$ cat src/hw/rtl/alb_pkg.sv
// Shared types, register codes and constants for the ambient light backlight stepper.
// No dependencies; used by the channel interfaces and the core.
`default_nettype none

package alb_pkg;

	// step codes: 0 brightest .. 4 dimmest
	typedef logic [2:0] step_t;

	localparam step_t STEP_DIMMEST = 3'd4;
	localparam step_t STEP_NONE    = 3'd7;
	localparam step_t STEP_REPORT_NONE = 3'd5;

	// configuration register indexes
	localparam int CFG_IDX_W  = 3;
	localparam int CFG_DATA_W = 16;

	typedef enum logic [CFG_IDX_W-1:0] {
		REG_THRESHOLD_TOP    = 3'd0,
		REG_THRESHOLD_SECOND = 3'd1,
		REG_THRESHOLD_THIRD  = 3'd2,
		REG_THRESHOLD_BOTTOM = 3'd3,
		REG_HOLD_TIME_MS     = 3'd4,
		REG_SMOOTHING_SHIFT  = 3'd5,
		REG_AUTO_ENABLE      = 3'd6
	} cfg_idx_t;

	// register widths and reset values
	localparam int THRESH_W = 12;
	localparam int HOLD_CFG_W = 16;
	localparam int SHIFT_W = 4;
	localparam int ELAPSED_W = 10;
	localparam int LEVEL_W = 8;

	localparam logic [THRESH_W-1:0]   RST_THRESHOLD_TOP    = 12'd100;
	localparam logic [THRESH_W-1:0]   RST_THRESHOLD_SECOND = 12'd20;
	localparam logic [THRESH_W-1:0]   RST_THRESHOLD_THIRD  = 12'd10;
	localparam logic [THRESH_W-1:0]   RST_THRESHOLD_BOTTOM = 12'd3;
	localparam logic [HOLD_CFG_W-1:0] RST_HOLD_TIME_MS     = 16'd2500;
	localparam logic [SHIFT_W-1:0]    RST_SMOOTHING_SHIFT  = 4'd6;

	// largest usable average weight shift
	localparam logic [SHIFT_W-1:0] MAX_SHIFT = 4'd8;

	// full brightness written on menu entry
	localparam logic [LEVEL_W-1:0] MENU_LEVEL = 8'd255;

	// panel level per step: pct * 255 / 100 for 90, 70, 50, 30, 15 percent
	function automatic logic [LEVEL_W-1:0] step_level(input step_t step);
		logic [LEVEL_W-1:0] lvl;
		unique case (step)
			3'd0:    lvl = 8'd229;
			3'd1:    lvl = 8'd178;
			3'd2:    lvl = 8'd127;
			3'd3:    lvl = 8'd76;
			3'd4:    lvl = 8'd38;
			default: lvl = 8'd0;
		endcase
		return lvl;
	endfunction

endpackage

`default_nettype wire

$ cat src/hw/rtl/alb_if.sv
// Valid/ready channel interfaces for the backlight stepper: light input words,
// panel result words and configuration writes. Depends on alb_pkg.
`default_nettype none

interface alb_in_if #(parameter int SAMPLE_BITS = 12);
	import alb_pkg::*;
	logic                   valid;
	logic                   ready;
	logic [SAMPLE_BITS-1:0] light_sample;
	logic                   sample_valid;
	logic                   menu_open;
	logic [ELAPSED_W-1:0]   elapsed_ms;

	modport source (output valid, light_sample, sample_valid, menu_open, elapsed_ms,
		input ready);
	modport sink (input valid, light_sample, sample_valid, menu_open, elapsed_ms,
		output ready);
endinterface

interface alb_out_if #(parameter int SAMPLE_BITS = 12);
	import alb_pkg::*;
	logic                   valid;
	logic                   ready;
	logic                   write_brightness;
	logic [LEVEL_W-1:0]     brightness;
	logic [SAMPLE_BITS-1:0] smoothed_level;
	step_t                  applied_step;

	modport source (output valid, write_brightness, brightness, smoothed_level,
		applied_step, input ready);
	modport sink (input valid, write_brightness, brightness, smoothed_level,
		applied_step, output ready);
endinterface

interface alb_cfg_if;
	import alb_pkg::*;
	logic                  valid;
	logic                  ready;
	logic [CFG_IDX_W-1:0]  index;
	logic [CFG_DATA_W-1:0] data;

	modport source (output valid, index, data, input ready);
	modport sink (input valid, index, data, output ready);
endinterface

`default_nettype wire

$ cat src/hw/rtl/ambient_light_backlight_stepper_core.sv
// Ambient light backlight stepper: smoothed light average, threshold step walk,
// hold timer and menu override. Depends on alb_pkg and the interfaces in alb_if.sv.
//
// Usage:
//   light  - input words: light_sample, sample_valid, menu_open, elapsed_ms
//   panel  - result words: write_brightness, brightness, smoothed_level,
//            applied_step; exactly one result word per input word, in order
//   cfg    - register writes (index, data); always ready, written while idle
// Pipeline: a word accepted into the input stage is worked through the average,
//   step walk and hold logic combinationally, and its result word is loaded
//   into the result register once that register is empty or being taken.
// Throughput: one word per cycle while the panel takes results; the state
//   update is combinational logic between the input stage and the result
//   register, so back to back words wait on each other only on a panel stall.
// Stall: when panel.ready is low the result register holds its word; the
//   input stage still takes one more word, then light.ready drops until the
//   result is taken.
// Reset: arst_n clears both stages, the average, step and hold state and
//   loads the register defaults; the block is ready as soon as reset is released.
`default_nettype none

module ambient_light_backlight_stepper_core
	import alb_pkg::*;
#(
	parameter int SAMPLE_BITS = 12,
	parameter int HOLD_BITS   = 16
) (
	input  wire           clk,
	input  wire           arst_n,
	alb_in_if.sink        light,
	alb_out_if.source     panel,
	alb_cfg_if.sink       cfg
);

	localparam int ACC_W  = SAMPLE_BITS + 8;
	localparam int CMP_W  = (SAMPLE_BITS > THRESH_W) ? SAMPLE_BITS : THRESH_W;
	localparam int HCMP_W = (HOLD_BITS > HOLD_CFG_W) ? HOLD_BITS : HOLD_CFG_W;

	// configuration registers
	logic [THRESH_W-1:0]   thr_top_q, thr_second_q, thr_third_q, thr_bottom_q;
	logic [HOLD_CFG_W-1:0] hold_time_q;
	logic [SHIFT_W-1:0]    shift_cfg_q;
	logic                  auto_enable_q;

	// input stage
	logic                   valid_s1;
	logic [SAMPLE_BITS-1:0] sample_s1;
	logic                   sample_valid_s1;
	logic                   menu_s1;
	logic [ELAPSED_W-1:0]   elapsed_s1;

	// block state
	logic [ACC_W-1:0]       acc_q;
	logic                   seeded_q;
	logic [SAMPLE_BITS-1:0] avg_q;
	step_t                  pending_q;
	step_t                  current_q;
	logic [HOLD_BITS-1:0]   hold_q;
	logic                   menu_bright_q;

	// result register
	logic                   out_valid_q;
	logic                   out_write_q;
	logic [LEVEL_W-1:0]     out_level_q;
	logic [SAMPLE_BITS-1:0] out_avg_q;
	step_t                  out_step_q;

	// next-state logic
	logic                   advance;
	logic [SHIFT_W-1:0]     shift;
	logic [ACC_W-1:0]       acc_base, acc_next, avg_full;
	logic                   seeded_next;
	logic [SAMPLE_BITS-1:0] avg_next;
	logic [HOLD_BITS:0]     hold_sum;
	logic [HOLD_BITS-1:0]   hold_sat, hold_next;
	logic                   menu_next;
	step_t                  current_mid, current_next, pending_next, step_sel;
	logic                   write_next;
	logic [LEVEL_W-1:0]     level_next;
	logic [CMP_W-1:0]       avg_cmp;

	// handshakes
	assign advance     = valid_s1 && (!out_valid_q || panel.ready);
	assign light.ready = !valid_s1 || advance;
	assign cfg.ready   = 1'b1;

	// register writes
	always_ff @(posedge clk or negedge arst_n) begin
		if (!arst_n) begin
			thr_top_q     <= RST_THRESHOLD_TOP;
			thr_second_q  <= RST_THRESHOLD_SECOND;
			thr_third_q   <= RST_THRESHOLD_THIRD;
			thr_bottom_q  <= RST_THRESHOLD_BOTTOM;
			hold_time_q   <= RST_HOLD_TIME_MS;
			shift_cfg_q   <= RST_SMOOTHING_SHIFT;
			auto_enable_q <= 1'b1;
		end else if (cfg.valid) begin
			unique case (cfg_idx_t'(cfg.index))
				REG_THRESHOLD_TOP:    thr_top_q     <= cfg.data[THRESH_W-1:0];
				REG_THRESHOLD_SECOND: thr_second_q  <= cfg.data[THRESH_W-1:0];
				REG_THRESHOLD_THIRD:  thr_third_q   <= cfg.data[THRESH_W-1:0];
				REG_THRESHOLD_BOTTOM: thr_bottom_q  <= cfg.data[THRESH_W-1:0];
				REG_HOLD_TIME_MS:     hold_time_q   <= cfg.data;
				REG_SMOOTHING_SHIFT:  shift_cfg_q   <= cfg.data[SHIFT_W-1:0];
				REG_AUTO_ENABLE:      auto_enable_q <= cfg.data[0];
				default: ;
			endcase
		end
	end

	// input stage control
	always_ff @(posedge clk or negedge arst_n) begin
		if (!arst_n) begin
			valid_s1 <= 1'b0;
		end else if (light.ready) begin
			valid_s1 <= light.valid;
		end
	end

	// input stage payload
	always_ff @(posedge clk) begin
		if (light.valid && light.ready) begin
			sample_s1       <= light.light_sample;
			sample_valid_s1 <= light.sample_valid;
			menu_s1         <= light.menu_open;
			elapsed_s1      <= light.elapsed_ms;
		end
	end

	// average, menu, step walk and hold timer for the word in the input stage
	always_comb begin
		shift = (shift_cfg_q > MAX_SHIFT) ? MAX_SHIFT : shift_cfg_q;

		// saturating hold timer
		hold_sum = {1'b0, hold_q} + (HOLD_BITS+1)'(elapsed_s1);
		hold_sat = hold_sum[HOLD_BITS] ? {HOLD_BITS{1'b1}} : hold_sum[HOLD_BITS-1:0];
		hold_next = hold_sat;

		// exponential average, seeded from the first valid sample
		acc_base = seeded_q ? acc_q : (ACC_W'(sample_s1) << shift);
		acc_next = acc_base + ACC_W'(sample_s1) - (acc_base >> shift);
		avg_full = acc_next >> shift;
		seeded_next = seeded_q;
		avg_next = avg_q;
		if (sample_valid_s1) begin
			seeded_next = 1'b1;
			avg_next = (|avg_full[ACC_W-1:SAMPLE_BITS]) ? {SAMPLE_BITS{1'b1}}
				: avg_full[SAMPLE_BITS-1:0];
		end else begin
			acc_next = acc_q;
		end

		// menu entry writes full brightness, menu exit forgets the step
		write_next = 1'b0;
		level_next = '0;
		menu_next = menu_bright_q;
		current_mid = current_q;
		if (menu_s1 && !menu_bright_q) begin
			write_next = 1'b1;
			level_next = MENU_LEVEL;
			menu_next = 1'b1;
		end else if (!menu_s1 && menu_bright_q) begin
			menu_next = 1'b0;
			current_mid = STEP_NONE;
		end

		// descending threshold walk, first exceeded threshold wins
		avg_cmp = CMP_W'(avg_next);
		if (avg_cmp > CMP_W'(thr_top_q))
			step_sel = 3'd0;
		else if (avg_cmp > CMP_W'(thr_second_q))
			step_sel = 3'd1;
		else if (avg_cmp > CMP_W'(thr_third_q))
			step_sel = 3'd2;
		else if (avg_cmp > CMP_W'(thr_bottom_q))
			step_sel = 3'd3;
		else
			step_sel = STEP_DIMMEST;

		// pending step must hold for the hold time before it applies
		pending_next = pending_q;
		current_next = current_mid;
		if (auto_enable_q && !menu_s1 && seeded_next) begin
			if (step_sel != pending_q) begin
				pending_next = step_sel;
				hold_next = '0;
			end else if (step_sel != current_mid
				&& HCMP_W'(hold_sat) >= HCMP_W'(hold_time_q)) begin
				current_next = step_sel;
				write_next = 1'b1;
				level_next = step_level(step_sel);
			end
		end
	end

	// block state
	always_ff @(posedge clk or negedge arst_n) begin
		if (!arst_n) begin
			acc_q         <= '0;
			seeded_q      <= 1'b0;
			avg_q         <= '0;
			pending_q     <= STEP_NONE;
			current_q     <= STEP_NONE;
			hold_q        <= '0;
			menu_bright_q <= 1'b0;
		end else if (advance) begin
			acc_q         <= acc_next;
			seeded_q      <= seeded_next;
			avg_q         <= avg_next;
			pending_q     <= pending_next;
			current_q     <= current_next;
			hold_q        <= hold_next;
			menu_bright_q <= menu_next;
		end
	end

	// result register control
	always_ff @(posedge clk or negedge arst_n) begin
		if (!arst_n) begin
			out_valid_q <= 1'b0;
		end else if (advance) begin
			out_valid_q <= 1'b1;
		end else if (panel.ready) begin
			out_valid_q <= 1'b0;
		end
	end

	// result register payload
	always_ff @(posedge clk) begin
		if (advance) begin
			out_write_q <= write_next;
			out_level_q <= level_next;
			out_avg_q   <= avg_next;
			out_step_q  <= (current_next > STEP_DIMMEST) ? STEP_REPORT_NONE : current_next;
		end
	end

	assign panel.valid            = out_valid_q;
	assign panel.write_brightness = out_write_q;
	assign panel.brightness       = out_level_q;
	assign panel.smoothed_level   = out_avg_q;
	assign panel.applied_step     = out_step_q;

`ifndef SYNTHESIS
	// applied step is a real step or none
	a_current_code: assert property (@(posedge clk) disable iff (!arst_n)
		current_q <= STEP_DIMMEST || current_q == STEP_NONE)
		else $error("applied step holds an unused code");

	// once seeded the average stays seeded
	a_seed_sticky: assert property (@(posedge clk) disable iff (!arst_n)
		!$fell(seeded_q))
		else $error("average lost its seed");

	// hold timer only grows or restarts from zero
	a_hold_monotonic: assert property (@(posedge clk) disable iff (!arst_n)
		advance |=> (hold_q >= $past(hold_q) || hold_q == '0))
		else $error("hold timer went backward");

	// menu entry goes out as a full brightness write
	a_menu_write: assert property (@(posedge clk) disable iff (!arst_n)
		$rose(menu_bright_q) |-> (out_valid_q && out_write_q && out_level_q == MENU_LEVEL))
		else $error("menu entry without full brightness write");

	// no level is reported without a write
	a_level_zero: assert property (@(posedge clk) disable iff (!arst_n)
		(out_valid_q && !out_write_q) |-> out_level_q == '0)
		else $error("brightness set without write");
`endif

endmodule

`default_nettype wire

$ cat src/flat_wrapper.sv
// flat-port wrapper written by rule: the top's interface ports become plain ports
module ambient_light_backlight_stepper_core_flat import alb_pkg::*;
#(
	parameter int SAMPLE_BITS = 12,
	parameter int HOLD_BITS   = 16
)
  (clk, arst_n, light_valid, light_light_sample, light_sample_valid, light_menu_open, light_elapsed_ms, light_ready, panel_valid, panel_write_brightness, panel_brightness, panel_smoothed_level, panel_applied_step, panel_ready, cfg_valid, cfg_index, cfg_data, cfg_ready);
  alb_in_if #(.SAMPLE_BITS(SAMPLE_BITS)) light_i ();
  alb_out_if #(.SAMPLE_BITS(SAMPLE_BITS)) panel_i ();
  alb_cfg_if cfg_i ();
  input  wire clk;
  input  wire arst_n;
  input wire logic [$bits(light_i.valid)-1:0] light_valid;
  input wire logic [$bits(light_i.light_sample)-1:0] light_light_sample;
  input wire logic [$bits(light_i.sample_valid)-1:0] light_sample_valid;
  input wire logic [$bits(light_i.menu_open)-1:0] light_menu_open;
  input wire logic [$bits(light_i.elapsed_ms)-1:0] light_elapsed_ms;
  output wire logic [$bits(light_i.ready)-1:0] light_ready;
  output wire logic [$bits(panel_i.valid)-1:0] panel_valid;
  output wire logic [$bits(panel_i.write_brightness)-1:0] panel_write_brightness;
  output wire logic [$bits(panel_i.brightness)-1:0] panel_brightness;
  output wire logic [$bits(panel_i.smoothed_level)-1:0] panel_smoothed_level;
  output wire logic [$bits(panel_i.applied_step)-1:0] panel_applied_step;
  input wire logic [$bits(panel_i.ready)-1:0] panel_ready;
  input wire logic [$bits(cfg_i.valid)-1:0] cfg_valid;
  input wire logic [$bits(cfg_i.index)-1:0] cfg_index;
  input wire logic [$bits(cfg_i.data)-1:0] cfg_data;
  output wire logic [$bits(cfg_i.ready)-1:0] cfg_ready;
  assign light_i.valid = light_valid;
  assign light_i.light_sample = light_light_sample;
  assign light_i.sample_valid = light_sample_valid;
  assign light_i.menu_open = light_menu_open;
  assign light_i.elapsed_ms = light_elapsed_ms;
  assign light_ready = light_i.ready;
  assign panel_valid = panel_i.valid;
  assign panel_write_brightness = panel_i.write_brightness;
  assign panel_brightness = panel_i.brightness;
  assign panel_smoothed_level = panel_i.smoothed_level;
  assign panel_applied_step = panel_i.applied_step;
  assign panel_i.ready = panel_ready;
  assign cfg_i.valid = cfg_valid;
  assign cfg_i.index = cfg_index;
  assign cfg_i.data = cfg_data;
  assign cfg_ready = cfg_i.ready;
  ambient_light_backlight_stepper_core #(.SAMPLE_BITS(SAMPLE_BITS), .HOLD_BITS(HOLD_BITS)) u_core (.clk(clk), .arst_n(arst_n), .light(light_i), .panel(panel_i), .cfg(cfg_i));
endmodule
$ cat config.mk
export PLATFORM = sky130hd
export DESIGN_NAME = ambient_light_backlight_stepper_core_flat
export DESIGN_NICKNAME = d
export VERILOG_FILES = /design/src/hw/rtl/alb_pkg.sv /design/src/hw/rtl/alb_if.sv /design/src/hw/rtl/ambient_light_backlight_stepper_core.sv /design/src/flat_wrapper.sv
export SDC_FILE = /design/constraint.sdc
export NUM_CORES = 1
export LEC_CHECK = 0
export BUFFER_PORTS_ARGS = -buffer_cell sky130_fd_sc_hd__buf_2
export CAP_MARGIN = 20
export CORE_MARGIN = 2
export CORE_UTILIZATION = 40
export DETAILED_ROUTE_END_ITERATION = 16
export PLACE_DENSITY = 0.55
export SLEW_MARGIN = 20
export SYNTH_ARGS = -nofsm -noshare
export SYNTH_HDL_FRONTEND = slang
export SYNTH_SLANG_ARGS = --single-unit
export TNS_END_PERCENT = 100
$ cat constraint.sdc
create_clock -name clk -period 13.7 [get_ports clk]
set_input_delay 2.74 -clock clk [delete_from_list [all_inputs] [get_ports clk]]
set_output_delay 2.74 -clock clk [all_outputs]
set_load 0.03 [all_outputs]
==> run_results.csv, run 1 <==
group,metric,value,unit
floorplanning,dieArea,0.0348,mm²
worst_setup_path,cp_data_arrival_time,11110,ps
layout,fin_area,0.0146,mm²
clock_tree,cts_resized,0,
layout,fillers,3284,
synthesis,syn_inst,1496,
global_routing,grt_pass1_wl,62400,µm
timing,whs,487,ps
synthesis,yosysTopAreaCellShare,19.5,%
clock_tree,post-cts-setup-buffers,0,
timing,min_period,10950,ps
layout,drive_above_1_share,14.9,%
drt,wl_per_cell,19.8,µm
layout,post-route-util,44.8,%
timing,worstMarginPinSlew,1080,ps
layout,antenna_cells,0,
drt,wirelength,39200,µm
floorplanning,die_h,186,µm
timing,fin_crit_sh,80.0,%
clock_tree,cts_buffer_depth,2,
clock_tree,path_clk_slew,70,ps
floorplanning,start_util,40.7,%
placement,dpl.hpwl,29200,µm
drt,antenna_left,0,
drt,drtIter0Drc,1115,
floorplanning,rows,66,
synthesis,synth_area_leaders,"dfrtp_1 20%, edfxtp_1 11%, ha_1 9.7%",
global_routing,grt_pass1_vias,11000,
drt,drtPass1Iterations,6,
worst_setup_path,worst_setup_path_end_kind,"flop",
worst_setup_path,critPathMaxFanout,49,
clock_tree,numCtsBuffers,17,
timing,rsz0062_at_grt,"no",
layout,seq_area,0.00465,mm²
placement,portBuffers,73,
synthesis,async_flop_share,72.6,%
synthesis,ys.flop_type,"dfrtp_1",
run,drv_cap,0,
floorplanning,core_region_area,0.0327,mm²
drt,drc,0,
worst_setup_path,cp-start-kind,"flop",
synthesis,avgSynthCellArea,8.90,µm²
worst_setup_path,crit_slowest_cell,"a221oi_4",
worst_setup_path,cp.required,13850,ps
synthesis,synth_area,0.0133,mm²
timing,finClkSkew,8.61,ps
clock_tree,htreeDepth,4,
layout,final_common_cell,"nand2_1",
placement,gp_congestion,0.910,
timing,max_slew_margin,27.3,%
synthesis,ys_seq_area_share,34.9,%
layout,fin_nets,1691,
layout,layout_common_cells,"211 x nand2_1, 133 x inv_1, 118 x o21ai_0",
global_routing,grt_use_total,22.6,%
run_status,outcome,"completed",
worst_setup_path,critPathMaxStageDelay,790,ps
clock_tree,cts-root-buf,"clkbuf_16",
layout,syn2layout_area_growth,9.94,%
timing,drv_slew,0,
clock_tree,hold_buffers,0,
global_routing,grt_antenna_before_repair,1,
worst_setup_path,cp_common_cell,"a211oi_1",
timing,setup_tns,0,ps
timing,finalHoldViolCount,0,
timing,setup_viol,0,
synthesis,ys_types,88,
clock_tree,clock_latency,440,ps
floorplanning,die_w,186,µm
clock_tree,clock-sinks,175,
synthesis,synth_nets,1660,
layout,multi_input_area,0.00786,mm²
placement,place_area,0.0141,mm²
drt,post_drt_via_cell_ratio,5.74,
worst_setup_path,worst-setup-path-type,"flop to flop",
floorplanning,boundaryPins,75,
synthesis,yosys.area.top_type,"dfrtp_1",
global_routing,grt_max_degree,71,
min_path,holdCritPathClass,"flop to flop",
synthesis,synth_edf_count,48,
drt,num_vias,11400,
timing,fmax,0.0913,GHz
synthesis,ys_warn_count,0,
clock_tree,cts_tree,"done",
synthesis,ys_ff_latch,175,
global_routing,overflow,0,
[per-stage QoR]
step	cells	worst slack (ps)
after CTS	1982	2900
after detailed placement	1950	2990
final	1982	2750
after floorplan	1496	5420
after global placement	1950	3200
after global routing	1982	1820
[worst max-delay path, delay by kind of cell, from the launching register on]
kind / cells / cell delay, ps
compound gates: 20 / 5820
fa+ha+maj: 3 / 1410
mux: 3 / 1110
buf+inv: 3 / 960
simple gates: 3 / 700
flops: 1 / 340
xor+xnor: 1 / 310
[worst paths after layout]
kind,start,end,slack (ps),depth (start not counted)
setup reg to reg,u_core.shift_cfg_q[3]$_DFFE_PN0P_,u_core.panel.brightness[7]$_DFFE_PP_,2750,33
hold reg to reg,u_core.hold_q[2]$_DFFE_PN0P_,u_core.hold_q[2]$_DFFE_PN0P_,490,1
hold / removal,u_core.hold_q[2]$_DFFE_PN0P_,u_core.hold_q[2]$_DFFE_PN0P_,490,1
max in group asynchronous,arst_n,u_core.hold_time_q[15]$_DFFE_PN0P_,10080,2
min in group asynchronous,arst_n,u_core.avg_q[1]$_DFFE_PN0P_,2260,1
setup / recovery,u_core.shift_cfg_q[3]$_DFFE_PN0P_,u_core.panel.brightness[7]$_DFFE_PP_,2750,33
[flip-flops by register name, summed over array words and instances, names as in the netlist, 3 cells and up]
signal / cells
u_core.hold_q: 16
u_core.hold_time_q: 16
u_core.thr_third_q: 12
u_core.pending_q: 3
u_core.thr_bottom_q: 12
u_core.elapsed_s1: 10
u_core.panel.applied_step: 3
u_core.sample_s1: 12
u_core.avg_q: 12
u_core.shift_cfg_q: 4
u_core.thr_top_q: 12
u_core.current_q: 3
u_core.acc_q: 20
u_core.panel.brightness: 8
u_core.thr_second_q: 12
u_core.panel.smoothed_level: 12
[cell usage after synthesis (all sizes together), types with 12 or more instances]
| cell | number |
|---|---|
| o22ai | 23 |
| ha | 103 |
| nand2 | 213 |
| o21ai | 132 |
| nand3 | 21 |
| a211oi | 28 |
| mux2 | 30 |
| nand4 | 15 |
| o21a | 12 |
| o211ai | 21 |
| a21oi | 84 |
| fa | 13 |
| buf | 27 |
| nand2b | 15 |
| mux4 | 17 |
| dfrtp | 104 |
| a21o | 22 |
| edfxtp | 48 |
| nor2 | 88 |
| inv | 133 |
| o31ai | 15 |
| clkbuf | 52 |
| xnor2 | 14 |
| a31oi | 20 |
| mux2i | 34 |
| nor3 | 16 |
| dfstp | 23 |
[routing by layer]
metal / wire length, µm / global-route usage, %
met1: 18900 / 32.7
met2: 17500 / 34.8
met3: 2040 / 4.01
met4: 753 / 5.95
met5: 0 / 0
[cell type report]
cell class                 instances  share of cell area, %
clock buffer                      22                   3.39
clock inverter                    10                  0.487
inverter                         134                   3.44
multi-input combinational       1108                   53.7
sequential                       175                   31.7
tap                              442                   3.78
timing repair buffer              91                   3.46
[logic make-up after synthesis]
kind of cell	synth area share, %
AOI/OAI and AO/OA	22.9
xor gates and xnor gates	1.58
adders and majority gates	11.6
buffers and inverters	6.33
DFF	34.9
muxes	7.97
other	0.0282
and+or+nand+nor	14.7
Power of run 1 is left out: the tool's default activity adds up to more than one toggle a clock period on the data nets, which glitch-free logic cannot reach.
==> run 2: changes to the inputs <==
==> constraint.sdc (replaced) <==
create_clock -name clk -period 10.11 [get_ports clk]
set_input_delay 2.022 -clock clk [delete_from_list [all_inputs] [get_ports clk]]
set_output_delay 2.022 -clock clk [all_outputs]
set_load 0.03 [all_outputs]
==> run 2 against run 1 <==
Count of clock-buffer cells in the layout down 2. Highest routed layer unchanged. Critical endpoint is now u_core.panel.applied_step[2]$_SDFFCE_PN1P_. Via count increased by 0.46%. Global-route usage about the same. Critical path type unchanged.
==> run_results.csv, run 2 (synthesized netlist as in run 1, its figures left out) <==
group,metric,value,unit
layout,final_common_cell,"nand2_1",
floorplanning,core_region_area,0.0327,mm²
layout,fin_area,0.0149,mm²
timing,worstMarginPinSlew,888,ps
timing,setup_viol,0,
placement,place_ws,-192,ps
timing,rsz0062_at_grt,"no",
drt,drtIter0Drc,1113,
floorplanning,start_util,40.7,%
clock_tree,clock_latency,440,ps
worst_setup_path,worst-setup-path-type,"flop to flop",
placement,gp_congestion,0.937,
worst_setup_path,cp-start-kind,"flop",
worst_setup_path,worst_setup_path_end_kind,"flop",
drt,antenna_left,0,
layout,antenna_cells,0,
drt,drc,0,
layout,max_flop_register,"u_core.acc_q",
worst_setup_path,cp.required,10280,ps
min_path,holdCritPathClass,"flop to flop",
global_routing,grt_antenna_before_repair,0,
global_routing,grt_pass1_vias,10900,
floorplanning,die_w,186,µm
timing,min_period,9610,ps
layout,layout_common_cells,"213 x nand2_1, 133 x inv_1, 116 x o21ai_0",
clock_tree,numCtsBuffers,17,
layout,largest_reg_flops,20,
timing,fmax,0.104,GHz
clock_tree,cts_buffer_depth,2,
placement,portBuffers,73,
floorplanning,die_h,186,µm
timing,fin_ws,501,ps
timing,max_slew_margin,40.5,%
clock_tree,cts_tree,"done",
global_routing,overflow,0,
drt,wirelength,39300,µm
clock_tree,htreeDepth,4,
run,drv_cap,0,
global_routing,grt_max_degree,67,
placement,place_area,0.0142,mm²
drt,num_vias,11400,
timing,setup_tns,0,ps
worst_setup_path,worst-path-buf-inv,2,
drt,post_drt_via_cell_ratio,5.70,
run_status,outcome,"completed",
timing,whs,477,ps
layout,drive_above_1_share,16.8,%
worst_setup_path,cp_data_arrival_time,9780,ps
floorplanning,boundaryPins,75,
worst_setup_path,critPathMaxStageDelay,710,ps
clock_tree,hold_buffers,0,
worst_setup_path,critPathMaxFanout,13,
timing,fin_crit_sh,95.0,%
timing,finClkSkew,10.5,ps
clock_tree,path_clk_slew,70,ps
layout,fin_nets,1716,
timing,drv_slew,0,
timing,finalHoldViolCount,0,
worst_setup_path,crit_slowest_cell,"dfstp_2",
clock_tree,cts-root-buf,"clkbuf_16",
drt,wl_per_cell,19.6,µm
worst_setup_path,cp_top_family,"compound AO/OA/AOI/OAI gates",
drt,drtPass1Iterations,6,
floorplanning,rows,66,
layout,syn2layout_area_growth,11.6,%
floorplanning,dieArea,0.0348,mm²
layout,reg.largest.list,"u_core.acc_q: 20 flops, u_core.hold_q: 16 flops, u_core.hold_time_q: 16 flops",
clock_tree,clock-sinks,175,
global_routing,grt_use_total,22.6,%
placement,dpl.hpwl,29500,µm
global_routing,grt_pass1_wl,62500,µm
run 2: tightest hold or removal path, delay by kind of cell, from the launching register on:
family,cells,cell delay [ps]
flip-flops,1,340
AND/OR/NAND/NOR,2,110
run 2: cell type report:
class | instances | area, µm²
timing repair buffer | 116 | 707
inverter | 134 | 503
clock buffer | 20 | 447
multi-input combinational | 1108 | 7920
sequential | 175 | 4650
clock inverter | 12 | 86.3
fill | 3216 | 17800
tap | 442 | 553
run 2: metal layers:
metal | global-route usage, % | vias to the layer above | wire length [µm]
li1 | - | 5535 | -
met1 | 33.1 | 5459 | 18900
met2 | 34.7 | 389 | 17400
met3 | 3.42 | 48 | 2250
met4 | 5.92 | 0 | 718
met5 | 0 | - | 0
run 2: timing repair:
| item | CTS | global route |
|---|---|---|
| setup buffers | 0 | 3 |
| resized for setup | 3 | 13 |
| pin swaps | 0 | 1 |
| endpoints found under the setup margin | 9 | 33 |
run 2: metrics by stage:
step | utilization (%) | cells
2_1_floorplan | - | 1496
3_3_place_gp | 43.5 | 1972
3_5_place_dp | 43.5 | 1972
4_1_cts | 45.2 | 2004
5_1_grt | 45.5 | 2007
6_report | 45.5 | 2007
run 2: worst paths after layout:
check                      depth (start not counted)                              start                                          to  slack (ps)
setup reg to reg                                  30  u_core.shift_cfg_q[1]$_DFFE_PN1P_  u_core.panel.applied_step[2]$_SDFFCE_PN1P_         500
min in group asynchronous                          1                             arst_n                 u_core.avg_q[7]$_DFFE_PN0P_        1580
setup / recovery                                  30  u_core.shift_cfg_q[1]$_DFFE_PN1P_  u_core.panel.applied_step[2]$_SDFFCE_PN1P_         500
hold / removal                                     2        u_core.acc_q[6]$_DFFE_PN0P_                 u_core.acc_q[6]$_DFFE_PN0P_         480
max in group asynchronous                          2                             arst_n                 u_core.acc_q[4]$_DFFE_PN0P_        7180
hold reg to reg                                    2        u_core.acc_q[6]$_DFFE_PN0P_                 u_core.acc_q[6]$_DFFE_PN0P_         480
Power of run 2 is left out for the same reason.
==> run 3: changes to the inputs <==
--- a/config.mk
+++ b/config.mk
@@ -8,9 +8,9 @@
 export BUFFER_PORTS_ARGS = -buffer_cell sky130_fd_sc_hd__buf_2
 export CAP_MARGIN = 20
 export CORE_MARGIN = 2
-export CORE_UTILIZATION = 40
+export CORE_UTILIZATION = 55
 export DETAILED_ROUTE_END_ITERATION = 16
-export PLACE_DENSITY = 0.55
+export PLACE_DENSITY = 0.72
 export SLEW_MARGIN = 20
 export SYNTH_ARGS = -nofsm -noshare
 export SYNTH_HDL_FRONTEND = slang
==> run 3 against run 2 <==
Count of clock-buffer cells in the layout fell by 2. Die area fell by 27%. Register-to-register slack improved by 90 ps. Non-clock buffer count fell by 10. First-iteration DRC count rose by 8.0%. Clock skew barely moved. Sequential share of layout area rose by 0.52 points. Flip-flop and latch count did not move.
==> run_results.csv, run 3 (synthesized netlist as in run 1, its figures left out) <==
group,metric,value,unit
run_status,outcome,"completed",
timing,fin_crit_sh,94.1,%
min_path,hold_end,"u_core.acc_q[16]$_DFFE_PN0P_",
timing,max_slew_margin,24.7,%
drt,drc,0,
clock_tree,hold_buffers,0,
worst_setup_path,cp-start-kind,"flop",
worst_setup_path,path_depth,33,
global_routing,grt_max_degree,82,
worst_setup_path,reg2reg_depth,33,
worst_setup_path,cp_data_arrival_time,9680,ps
timing,rsz0062_at_grt,"no",
timing,setup_tns,0,ps
global_routing,grt_antenna_before_repair,1,
placement,gp_congestion,0.937,
layout,max_flop_register,"u_core.acc_q",
global_routing,grt_use_total,29.9,%
worst_setup_path,critPathMaxFanout,19,
floorplanning,die_h,160,µm
clock_tree,post-cts-setup-buffers,0,
layout,layout_common_cells,"212 x nand2_1, 133 x inv_1, 118 x o21ai_0",
drt,antenna_left,0,
min_path,min_from,"u_core.acc_q[16]$_DFFE_PN0P_",
clock_tree,cts_resized,0,
worst_setup_path,worst-setup-path-type,"flop to flop",
drt,num_vias,11700,
worst_setup_path,cp_common_cell,"o21ai_0",
drt,drtIter0Drc,1202,
layout,fillers,2009,
global_routing,grt_pass1_wl,60500,µm
min_path,holdCritPathClass,"flop to flop",
layout,syn2layout_area_growth,9.83,%
clock_tree,cts_tree,"done",
timing,finClkSkew,10.8,ps
placement,dpl.hpwl,28600,µm
worst_setup_path,worst_setup_path_end_kind,"flop",
timing,finalHoldViolCount,0,
clock_tree,cts-root-buf,"clkbuf_16",
drt,wirelength,38200,µm
layout,reg.largest.list,"u_core.acc_q: 20 flops, u_core.hold_q: 16 flops, u_core.hold_time_q: 16 flops",
clock_tree,clock_latency,440,ps
clock_tree,clock-sinks,175,
clock_tree,cts_buffer_depth,2,
run,drv_cap,0,
worst_setup_path,crit_slowest_cell,"fa_1",
floorplanning,dieArea,0.0255,mm²
worst_setup_path,r2r-start,"u_core.shift_cfg_q[0]$_DFFE_PN0P_",
placement,portBuffers,73,
min_path,holdPathStages,2,
timing,worstMarginPinSlew,1130,ps
floorplanning,start_util,56.4,%
clock_tree,htreeDepth,4,
timing,drv_slew,0,
global_routing,grt_pass1_vias,11300,
layout,final_common_cell,"nand2_1",
layout,largest_reg_flops,20,
global_routing,overflow,0,
floorplanning,boundaryPins,75,
drt,drtPass1Iterations,5,
worst_setup_path,critPathMaxStageDelay,500,ps
layout,drive_above_1_share,16.0,%
timing,setup_viol,0,
timing,fmax,0.105,GHz
worst_setup_path,cp_top_family,"compound AO/OA/AOI/OAI gates",
worst_setup_path,cp.required,10270,ps
floorplanning,die_w,160,µm
floorplanning,core_region_area,0.0236,mm²
layout,multi_input_area,0.00789,mm²
clock_tree,path_clk_slew,70,ps
drt,wl_per_cell,20.4,µm
drt,post_drt_via_cell_ratio,6.26,
timing,min_period,9520,ps
layout,fin_nets,1706,
clock_tree,numCtsBuffers,17,
layout,seq_area,0.00465,mm²
worst_setup_path,reg2reg_slack,590,ps
worst_setup_path,timing.rr.end,"u_core.panel.brightness[2]$_DFFE_PP_",
floorplanning,rows,56,
worst_setup_path,worst-path-buf-inv,3,
## run 3: worst min-delay path: cells and delay by family (launching register included)
kind	cells	cell delay (ps)
flip-flops	1	340
AND/OR/NAND/NOR	2	110
## run 3: worst max-delay path by stage
stage | from | end | slack [ps]
final | u_core.shift_cfg_q[0]$_DFFE_PN0P_ | u_core.panel.brightness[2]$_DFFE_PP_ | 590
after global routing | u_core.shift_cfg_q[0]$_DFFE_PN0P_ | u_core.panel.brightness[7]$_DFFE_PP_ | 30
after CTS | u_core.shift_cfg_q[3]$_DFFE_PN0P_ | u_core.panel.brightness[7]$_DFFE_PP_ | 550
after detailed placement | u_core.shift_cfg_q[3]$_DFFE_PN0P_ | u_core.panel.brightness[7]$_DFFE_PP_ | 610
after global placement | u_core.shift_cfg_q[3]$_DFFE_PN0P_ | u_core.panel.brightness[2]$_DFFE_PP_ | 710
after floorplan | u_core.shift_cfg_q[0]$_DFFE_PN0P_ | u_core.panel.brightness[2]$_DFFE_PP_ | 1830
## run 3: area by class of cell
cell class / count / share of cell area (%)
Sequential cell: 175 / 31.8
Antenna cell: 1 / 0.0171
Timing Repair Buffer: 106 / 4.26
Inverter: 134 / 3.44
Multi-Input combinational cell: 1108 / 53.9
Tap cell: 319 / 2.73
Clock inverter: 14 / 0.915
Clock buffer: 18 / 2.93
## run 3: through the flow
stage	util, %	cell area (µm²)	worst slack, ps	instances	hold WS, ps
2_1_floorplan	-	13300	1830	1496	441
3_3_place_gp	59.4	14000	707	1842	461
3_5_place_dp	59.4	14000	606	1842	466
4_1_cts	61.8	14600	549	1874	478
5_1_grt	61.9	14600	28.5	1875	509
6_report	61.9	14600	592	1875	476
## run 3: layer usage
layer | vias up | routed length, µm | global-route usage [%]
met3 | 69 | 3160 | 6.12
met1 | 5603 | 16900 | 42.2
li1 | 5518 | - | -
met2 | 550 | 17300 | 47.0
met4 | 0 | 807 | 8.43
met5 | - | 0 | 0
Power of run 3 is left out for the same reason.
